[config.mk]
export PLATFORM = sky130hd
export DESIGN_NAME = indexed_list_insert_delete_engine_unit
export DESIGN_NICKNAME = d
export VERILOG_FILES = /design/src/ilide_pkg.sv /design/src/ilide_ram.sv /design/src/indexed_list_insert_delete_engine_unit.sv
export VERILOG_INCLUDE_DIRS = /design/src /design/src/src
export SDC_FILE = /design/constraint.sdc
export NUM_CORES = 1
export LEC_CHECK = 0
export ABC_AREA = 1
export BUFFER_PORTS_ARGS = -buffer_cell sky130_fd_sc_hd__buf_2
export CORE_MARGIN = 2
export CORE_UTILIZATION = 65
export DETAILED_ROUTE_END_ITERATION = 16
export GPL_TIMING_DRIVEN = 0
export PLACE_DENSITY_LB_ADDON = 0.3
export SYNTH_ARGS = -nofsm -noshare
export SYNTH_HDL_FRONTEND = slang
export SYNTH_SLANG_ARGS = --single-unit
[constraint.sdc]
create_clock -name clk_i -period 14.7 [get_ports clk_i]
set_clock_uncertainty 0.2 [all_clocks]
set_input_delay 2.94 -clock clk_i [delete_from_list [all_inputs] [get_ports clk_i]]
set_output_delay 2.94 -clock clk_i [all_outputs]
set_load 0.01 [all_outputs]
[src/indexed_list_insert_delete_engine_unit_defines.svh]
// assertion macros for the indexed list engine
// no dependencies; included by the top level
`ifndef INDEXED_LIST_INSERT_DELETE_ENGINE_UNIT_DEFINES_SVH
`define INDEXED_LIST_INSERT_DELETE_ENGINE_UNIT_DEFINES_SVH

// same-cycle implication under reset
`define ILIDE_ASSERT_NOW(label, clk, rst_n, ante, cons, msg) \
  label: assert property (@(posedge clk) disable iff (!rst_n) (ante) |-> (cons)) \
    else $error(msg);

// next-cycle implication under reset
`define ILIDE_ASSERT_NEXT(label, clk, rst_n, ante, cons, msg) \
  label: assert property (@(posedge clk) disable iff (!rst_n) (ante) |=> (cons)) \
    else $error(msg);

`endif

[src/ilide_pkg.sv]
// shared types and constants of the indexed list engine
// no dependencies
`timescale 1ns / 1ps
`default_nettype none

package ilide_pkg;

  localparam int unsigned DATA_W    = 32;
  localparam int unsigned CNT_W     = 5;
  localparam int unsigned OP_W      = 3;
  localparam int unsigned DEPTH_DEF = 16;
  localparam int unsigned PADDR_W   = 3;
  localparam int unsigned PDATA_W   = 32;

  localparam logic [CNT_W-1:0] CAP_RESET = CNT_W'(16);

  // register index taken from paddr[2]
  localparam logic REG_CAPACITY = 1'b0;

  typedef enum logic [OP_W-1:0] {
    OP_INSERT = 3'd0,
    OP_GET    = 3'd1,
    OP_SET    = 3'd2,
    OP_DELETE = 3'd3,
    OP_CLEAR  = 3'd4
  } op_e;

  typedef struct packed {
    logic [OP_W-1:0]   operation;
    logic [CNT_W-1:0]  index;
    logic              at_end;
    logic [DATA_W-1:0] write_value;
  } in_item_t;

  typedef struct packed {
    logic              ok;
    logic [DATA_W-1:0] read_value;
    logic [CNT_W-1:0]  count;
    logic              empty_res;
  } out_item_t;

endpackage

`default_nettype wire

[src/ilide_ram.sv]
// generic simple dual-port ram, one write and one registered read port
// depends on ilide_pkg for the default width and depth
`timescale 1ns / 1ps
`default_nettype none

module ilide_ram
  import ilide_pkg::*;
#(
  parameter int unsigned WIDTH = DATA_W,
  parameter int unsigned DEPTH = DEPTH_DEF,
  localparam int unsigned Aw = (DEPTH > 1) ? $clog2(DEPTH) : 1
) (
  input  wire logic             clk_i,
  input  wire logic             we_i,
  input  wire logic [Aw-1:0]    waddr_i,
  input  wire logic [WIDTH-1:0] wdata_i,
  input  wire logic             re_i,
  input  wire logic [Aw-1:0]    raddr_i,
  output logic      [WIDTH-1:0] rdata_o
);

  logic [WIDTH-1:0] mem_q [DEPTH];

  always_ff @(posedge clk_i) begin
    if (we_i) begin
      mem_q[waddr_i] <= wdata_i;
    end
    if (re_i) begin
      rdata_o <= mem_q[raddr_i];
    end
  end

endmodule

`default_nettype wire

[src/indexed_list_insert_delete_engine_unit.sv]
// top level of the indexed list engine: control, count and apb register
// depends on ilide_pkg, ilide_ram and the assertion macro header
//
//  port group   | handshake            | payload
//  -------------+----------------------+------------------------------
//  input item   | in_valid_i/in_ready_o| in_item_i  (in_item_t)
//  result item  | out_valid_o/out_ready_i | out_item_o (out_item_t)
//  config       | psel/penable/pready  | paddr, pwdata, prdata
//
// one item at a time; get reads through S_GET, other ops without a shift
// go straight to S_DONE; insert and delete shift k entries in S_UP / S_DN,
// one entry per cycle through the single ram read and write port pair
// result register lets the next item be accepted while a result waits
// reset clears the count and sets capacity to 16; ram contents are not cleared
`timescale 1ns / 1ps
`default_nettype none

`include "indexed_list_insert_delete_engine_unit_defines.svh"

module indexed_list_insert_delete_engine_unit
  import ilide_pkg::*;
#(
  parameter int unsigned DEPTH = DEPTH_DEF
) (
  input  wire logic               clk_i,
  input  wire logic               rst_ni,
  input  wire logic               in_valid_i,
  output logic                    in_ready_o,
  input  wire in_item_t           in_item_i,
  output logic                    out_valid_o,
  input  wire logic               out_ready_i,
  output out_item_t               out_item_o,
  input  wire logic               psel,
  input  wire logic               penable,
  input  wire logic               pwrite,
  input  wire logic [PADDR_W-1:0] paddr,
  input  wire logic [PDATA_W-1:0] pwdata,
  output logic      [PDATA_W-1:0] prdata,
  output logic                    pready
);

  localparam int unsigned Aw        = (DEPTH > 1) ? $clog2(DEPTH) : 1;
  localparam int unsigned CntMax    = (1 << CNT_W) - 1;
  localparam int unsigned DepthClip = (DEPTH > CntMax) ? CntMax : DEPTH;
  localparam logic [CNT_W-1:0] One  = CNT_W'(1);
  localparam logic [CNT_W-1:0] Two  = CNT_W'(2);

  typedef enum logic [2:0] {
    S_IDLE,
    S_GET,
    S_UP,
    S_UP_TAIL,
    S_FILL,
    S_DN,
    S_DN_TAIL,
    S_DONE
  } state_e;

  state_e            state_q, state_d;
  logic [CNT_W-1:0]  count_q, count_d;
  logic [CNT_W-1:0]  capacity_q, capacity_d;
  logic [CNT_W-1:0]  pos_q, pos_d;
  logic [CNT_W-1:0]  ptr_q, ptr_d;
  logic [CNT_W-1:0]  end_q, end_d;
  logic              pend_q, pend_d;
  logic              ok_q, ok_d;
  logic [DATA_W-1:0] wval_q, wval_d;
  logic [DATA_W-1:0] rval_q, rval_d;
  out_item_t         out_q, out_d;
  logic              out_valid_q, out_valid_d;

  logic              ram_we, ram_re;
  logic [Aw-1:0]     ram_waddr, ram_raddr;
  logic [DATA_W-1:0] ram_wdata, ram_rdata;

  logic [CNT_W-1:0]  cap_use;
  logic [CNT_W-1:0]  pos_eff;
  logic              ins_ok, acc_ok;
  logic              cfg_wr;

  ilide_ram #(
    .WIDTH (DATA_W),
    .DEPTH (DEPTH)
  ) u_ram (
    .clk_i   (clk_i),
    .we_i    (ram_we),
    .waddr_i (ram_waddr),
    .wdata_i (ram_wdata),
    .re_i    (ram_re),
    .raddr_i (ram_raddr),
    .rdata_o (ram_rdata)
  );

  // apb register
  assign pready = 1'b1;
  assign cfg_wr = psel && penable && pwrite && (paddr[2] == REG_CAPACITY);
  assign prdata = (paddr[2] == REG_CAPACITY) ? PDATA_W'(capacity_q) : '0;

  // bounds decision on the incoming item
  assign cap_use = (capacity_q > CNT_W'(DepthClip)) ? CNT_W'(DepthClip) : capacity_q;

  always_comb begin
    if (in_item_i.operation == OP_INSERT) begin
      pos_eff = in_item_i.at_end ? count_q : in_item_i.index;
    end else begin
      pos_eff = in_item_i.at_end ? (count_q - One) : in_item_i.index;
    end
  end

  assign ins_ok = (pos_eff <= count_q) && (count_q < cap_use);
  assign acc_ok = !(in_item_i.at_end && (count_q == '0)) && (pos_eff < count_q);

  assign in_ready_o  = (state_q == S_IDLE);
  assign out_valid_o = out_valid_q;
  assign out_item_o  = out_q;

  always_comb begin
    state_d     = state_q;
    count_d     = count_q;
    capacity_d  = capacity_q;
    pos_d       = pos_q;
    ptr_d       = ptr_q;
    end_d       = end_q;
    pend_d      = pend_q;
    ok_d        = ok_q;
    wval_d      = wval_q;
    rval_d      = rval_q;
    out_d       = out_q;
    out_valid_d = out_valid_q;
    ram_we      = 1'b0;
    ram_waddr   = '0;
    ram_wdata   = '0;
    ram_re      = 1'b0;
    ram_raddr   = '0;

    if (cfg_wr) begin
      capacity_d = pwdata[CNT_W-1:0];
    end
    if (out_valid_q && out_ready_i) begin
      out_valid_d = 1'b0;
    end

    case (state_q)
      S_IDLE: begin
        if (in_valid_i) begin
          wval_d  = in_item_i.write_value;
          pos_d   = pos_eff;
          rval_d  = '0;
          pend_d  = 1'b0;
          state_d = S_DONE;
          case (in_item_i.operation)
            OP_INSERT: begin
              ok_d = ins_ok;
              if (ins_ok) begin
                count_d = count_q + One;
                if (pos_eff == count_q) begin
                  ram_we    = 1'b1;
                  ram_waddr = Aw'(pos_eff);
                  ram_wdata = in_item_i.write_value;
                end else begin
                  ptr_d   = count_q - One;
                  state_d = S_UP;
                end
              end
            end
            OP_GET: begin
              ok_d = acc_ok;
              if (acc_ok) begin
                ram_re    = 1'b1;
                ram_raddr = Aw'(pos_eff);
                state_d   = S_GET;
              end
            end
            OP_SET: begin
              ok_d = acc_ok;
              if (acc_ok) begin
                ram_we    = 1'b1;
                ram_waddr = Aw'(pos_eff);
                ram_wdata = in_item_i.write_value;
              end
            end
            OP_DELETE: begin
              ok_d = acc_ok;
              if (acc_ok) begin
                count_d = count_q - One;
                if (pos_eff != count_q - One) begin
                  ptr_d   = pos_eff + One;
                  end_d   = count_q - One;
                  state_d = S_DN;
                end
              end
            end
            OP_CLEAR: begin
              ok_d    = 1'b1;
              count_d = '0;
            end
            default: begin
              ok_d = 1'b0;
            end
          endcase
        end
      end
      S_GET: begin
        rval_d  = ram_rdata;
        state_d = S_DONE;
      end
      S_UP: begin
        ram_re    = 1'b1;
        ram_raddr = Aw'(ptr_q);
        if (pend_q) begin
          ram_we    = 1'b1;
          ram_waddr = Aw'(ptr_q + Two);
          ram_wdata = ram_rdata;
        end
        pend_d = 1'b1;
        if (ptr_q == pos_q) begin
          state_d = S_UP_TAIL;
        end else begin
          ptr_d = ptr_q - One;
        end
      end
      S_UP_TAIL: begin
        ram_we    = 1'b1;
        ram_waddr = Aw'(ptr_q + One);
        ram_wdata = ram_rdata;
        state_d   = S_FILL;
      end
      S_FILL: begin
        ram_we    = 1'b1;
        ram_waddr = Aw'(pos_q);
        ram_wdata = wval_q;
        state_d   = S_DONE;
      end
      S_DN: begin
        ram_re    = 1'b1;
        ram_raddr = Aw'(ptr_q);
        if (pend_q) begin
          ram_we    = 1'b1;
          ram_waddr = Aw'(ptr_q - Two);
          ram_wdata = ram_rdata;
        end
        pend_d = 1'b1;
        if (ptr_q == end_q) begin
          state_d = S_DN_TAIL;
        end else begin
          ptr_d = ptr_q + One;
        end
      end
      S_DN_TAIL: begin
        ram_we    = 1'b1;
        ram_waddr = Aw'(ptr_q - One);
        ram_wdata = ram_rdata;
        state_d   = S_DONE;
      end
      S_DONE: begin
        if (!out_valid_q || out_ready_i) begin
          out_d.ok         = ok_q;
          out_d.read_value = rval_q;
          out_d.count      = count_q;
          out_d.empty_res  = (count_q == '0);
          out_valid_d      = 1'b1;
          state_d          = S_IDLE;
        end
      end
      default: begin
        state_d = S_IDLE;
      end
    endcase
  end

  always_ff @(posedge clk_i or negedge rst_ni) begin
    if (!rst_ni) begin
      state_q     <= S_IDLE;
      count_q     <= '0;
      capacity_q  <= CAP_RESET;
      pos_q       <= '0;
      ptr_q       <= '0;
      end_q       <= '0;
      pend_q      <= 1'b0;
      ok_q        <= 1'b0;
      wval_q      <= '0;
      rval_q      <= '0;
      out_q       <= '0;
      out_valid_q <= 1'b0;
    end else begin
      state_q     <= state_d;
      count_q     <= count_d;
      capacity_q  <= capacity_d;
      pos_q       <= pos_d;
      ptr_q       <= ptr_d;
      end_q       <= end_d;
      pend_q      <= pend_d;
      ok_q        <= ok_d;
      wval_q      <= wval_d;
      rval_q      <= rval_d;
      out_q       <= out_d;
      out_valid_q <= out_valid_d;
    end
  end

  // checks
  `ILIDE_ASSERT_NOW(a_rw_disjoint, clk_i, rst_ni, ram_we && ram_re, ram_waddr != ram_raddr, "ram read and write hit the same entry")
  `ILIDE_ASSERT_NOW(a_count_bound, clk_i, rst_ni, 1'b1, count_q <= CNT_W'(DepthClip), "count beyond storage depth")
  `ILIDE_ASSERT_NEXT(a_insert_count, clk_i, rst_ni, in_valid_i && in_ready_o && (in_item_i.operation == OP_INSERT) && ins_ok, count_q == $past(count_q) + One, "insert did not grow the count")
  `ILIDE_ASSERT_NOW(a_empty_flag, clk_i, rst_ni, out_valid_o, out_item_o.empty_res == (out_item_o.count == '0), "empty flag disagrees with count")

endmodule

`default_nettype wire
==> results.cfg <==
[route]
drc_errors = 0
wl_per_cell_um = 23.7
ant_nets = 0
routed_via_density = 6.28
wl_um = 93000
firstDrtPassIters = 7
route.vias.total = 24600
drt_iter0_drc = 4369

[setup_path]
required_ns = 14.69
r2r_setup_slack_ns = 8.80
cp.arrival_ns = 7.47
cp_common_cell = nand2_1
crit_chain = buf_2 -> inv_2 -> nand2_1 -> nor2_2 -> nor2_1 -> o21ai_0 -> ha_1 -> nand2_1 -> nor2_1 -> nand2_1 -> nand3_1 -> nor2_2 -> nand4_1 -> nand2_1 -> inv_1 -> clkbuf_1 -> o221ai_1
end_kind = flop
cp_max_fo = 16
crit_slowest_cell = o221ai_1
cpPeakStageDelay_ns = 1.25
cp-startpoint = in_item_i[39]
start_kind = primary input
rr_startpoint = count_q[0]$_DFFE_PN0P_
r2r.worst_path.cells = 17
timing.rr.end = u_ram.mem_q[15][26]$_DFFE_PP_
worstSetupPathType = in -> reg

[clocking]
clock_latency_ns = 0.61
clock-sinks = 678
cts_buffer_depth = 3
cts-root-buf = clkbuf_16
clk_pin_slew_worst_paths_ns = 0.06
cts_tree = done
numCtsBuffers = 68
postCtsSetupBuffers = 0
cts_max_level = 3
ctsHoldBuffers = 0
cts-resized-gates = 0

[floorplanning]
ios = 157
initial_utilization_pct = 65.6
die-area_mm2 = 0.0486
fp.dieW_um = 220
rows = 79
fp.coreArea_mm2 = 0.0464
die_h_um = 220

[pwr]
power.leakage_nw = 15.2
p_total_mw = 9.00
power_density_mw_per_mm2 = 259
vdd_ir_drop_max_v = 0.000167

[global_routing]
grt.total_usage_pct = 38.6
antenna_found_initial = 1
grt_pass1_vias = 24200
grt_max_degree = 109
grt-ovfl-total = 0
grt_first_pass_wirelength_um = 138000

[logic_synthesis]
ys_warn_count = 0
ys_seq_elements = 678
postSynthCellCount = 3044
syn-cell-area_mm2 = 0.0304
synth_largest_area_cell = edfxtp_1
synth.area.top_cells = edfxtp_1, dfrtp_1, nand2_1
synth_area_per_cell_um2 = 10.0
ys_types = 41
netlist.area_leader.share_pct = 53.7
ys_seq_area_share_pct = 64.7

[place]
post-dp-hpwl_um = 62300
dp_slack_ns = 6.66
io_buffers = 98
gp_congestion = 0.964

[cells_and_area]
final_cell_mix = nand2_1, nand3_1, edfxtp_1
area_growth_pct = 14.2
final_layout_size_suffix_gt1_share_pct = 13.2
n_fill_cell = 2971
fin_nets = 3362
layout_commonest_cell = nand2_1
finish.utilization_pct = 75.0

[sta]
min_period_ns = 7.48
setup_slack_ns = 7.22
slew_headroom_pct = 1.52
rsz0062_at_grt = no
post-route-period-util_pct = 50.9
max_slew.worst_pin.slew_ns = 1.48
finalHoldViolations = 0
fmaxAchievable_ghz = 0.134
setup_viol = 0
tns_ns = 0
hold-worst-slack_ns = 0.283
maxSlewViolCount = 0

[flow_run]
cap_violations = 0

[outcome]
outcome = finished, final reports clean

[worst_hold_path]
worstHoldPathCells = 2
hold_class = reg -> reg
hold-path-endpoint = out_item_o[33]$_DFFE_PN0P_
hold_start = out_item_o[33]$_DFFE_PN0P_
## per-layer routing
| layer | vias to the layer above | share of wire (%) | global-route usage (%) | wire [µm] |
|---|---|---|---|---|
| met5 | - | 0 | 0 | 0 |
| met4 | 0 | 5.9 | 22.5 | 5530 |
| li1 | 10600 | - | - | - |
| met1 | 11400 | 34 | 48.8 | 31800 |
| met2 | 2146 | 45 | 60.5 | 42100 |
| met3 | 477 | 15 | 10.3 | 13600 |
## power by group
part	switching [mW]	internal [mW]	total, mW
Combinational	2.70	0.963	3.66
Clock	0.752	1.01	1.76
Sequential	0.235	3.34	3.58
Total	3.69	5.32	9.00
## through the flow
stage / cell area (µm²) / std cells
after global placement: 31800 / 3775
after global routing: 34800 / 3923
final: 34800 / 3924
after detailed placement: 32400 / 3799
after floorplan: 30500 / 3070
after CTS: 34700 / 3923
## cell type report
class | instances | area (µm²) | area share, %
Timing Repair Buffer | 122 | 972 | 2.80
Antenna cell | 1 | 2.50 | 0.00720
Sequential cell | 678 | 19700 | 56.6
Buffer | 197 | 1050 | 3.03
Inverter | 394 | 1480 | 4.25
Tap cell | 607 | 759 | 2.18
Clock buffer | 90 | 1910 | 5.48
Clock inverter | 34 | 333 | 0.957
Multi-Input combinational cell | 1801 | 8570 | 24.7
## registers in the layout, indices dropped and copies added (netlist names), 32 cells and up
signal	cells
rval_q	32
out_item_o	39
u_ram.mem_q	512
u_ram.rdata_o	32
wval_q	32
## Yosys cell counts, drive strengths merged
master	count
nand2	837
nand3	614
edfxtp	544
inv	391
buf	148
dfrtp	133
nor2	88
o21ai	72
clkbuf	49
o22ai	35
o221ai	34
a21oi	28
ha	17
xor2	13
nand4	8
nor3	4
xnor2	4
a21o	3
clkinv	3
a221oi	2
a22oi	2
conb	2
o211ai	2
o21bai	2
o31ai	2
or2	2
a31oi	1
a32oi	1
dfstp	1
nand3b	1
o32ai	1
## logic make-up (layout without fill, tap and decap cells)
family / Yosys count / after routing / synth area share, %
flops: 678 / 678 / 64.7
fa+ha+maj: 17 / 17 / 0.699
xor+xnor: 17 / 17 / 0.489
buf+inv: 591 / 837 / 8.32
simple gates: 1554 / 1554 / 22.0
compound gates: 185 / 185 / 3.80
other cells: 2 / 29 / 0.0247
## worst max-delay path by stage
stage / slack, ns / depth (start not counted) / end
CTS: 7.26 / 17 / u_ram.mem_q[5][19]$_DFFE_PP_
global route: 7.04 / 15 / u_ram.mem_q[15][26]$_DFFE_PP_
floorplan: 7.78 / 17 / u_ram.mem_q[1][0]$_DFFE_PP_
detailed placement: 6.66 / 17 / u_ram.mem_q[8][19]$_DFFE_PP_
global placement: 5.50 / 18 / u_ram.mem_q[7][28]$_DFFE_PP_
finish: 7.22 / 17 / u_ram.mem_q[15][26]$_DFFE_PP_
## worst max-delay path, delay by kind of cell
kind | cells | cell delay [ns]
AOI/OAI and AO/OA | 2 | 1.78
adders and majority gates | 1 | 0.37
buffers and inverters | 4 | 0.83
and+or+nand+nor | 10 | 1.53
(Power assumes the default switching activity.)
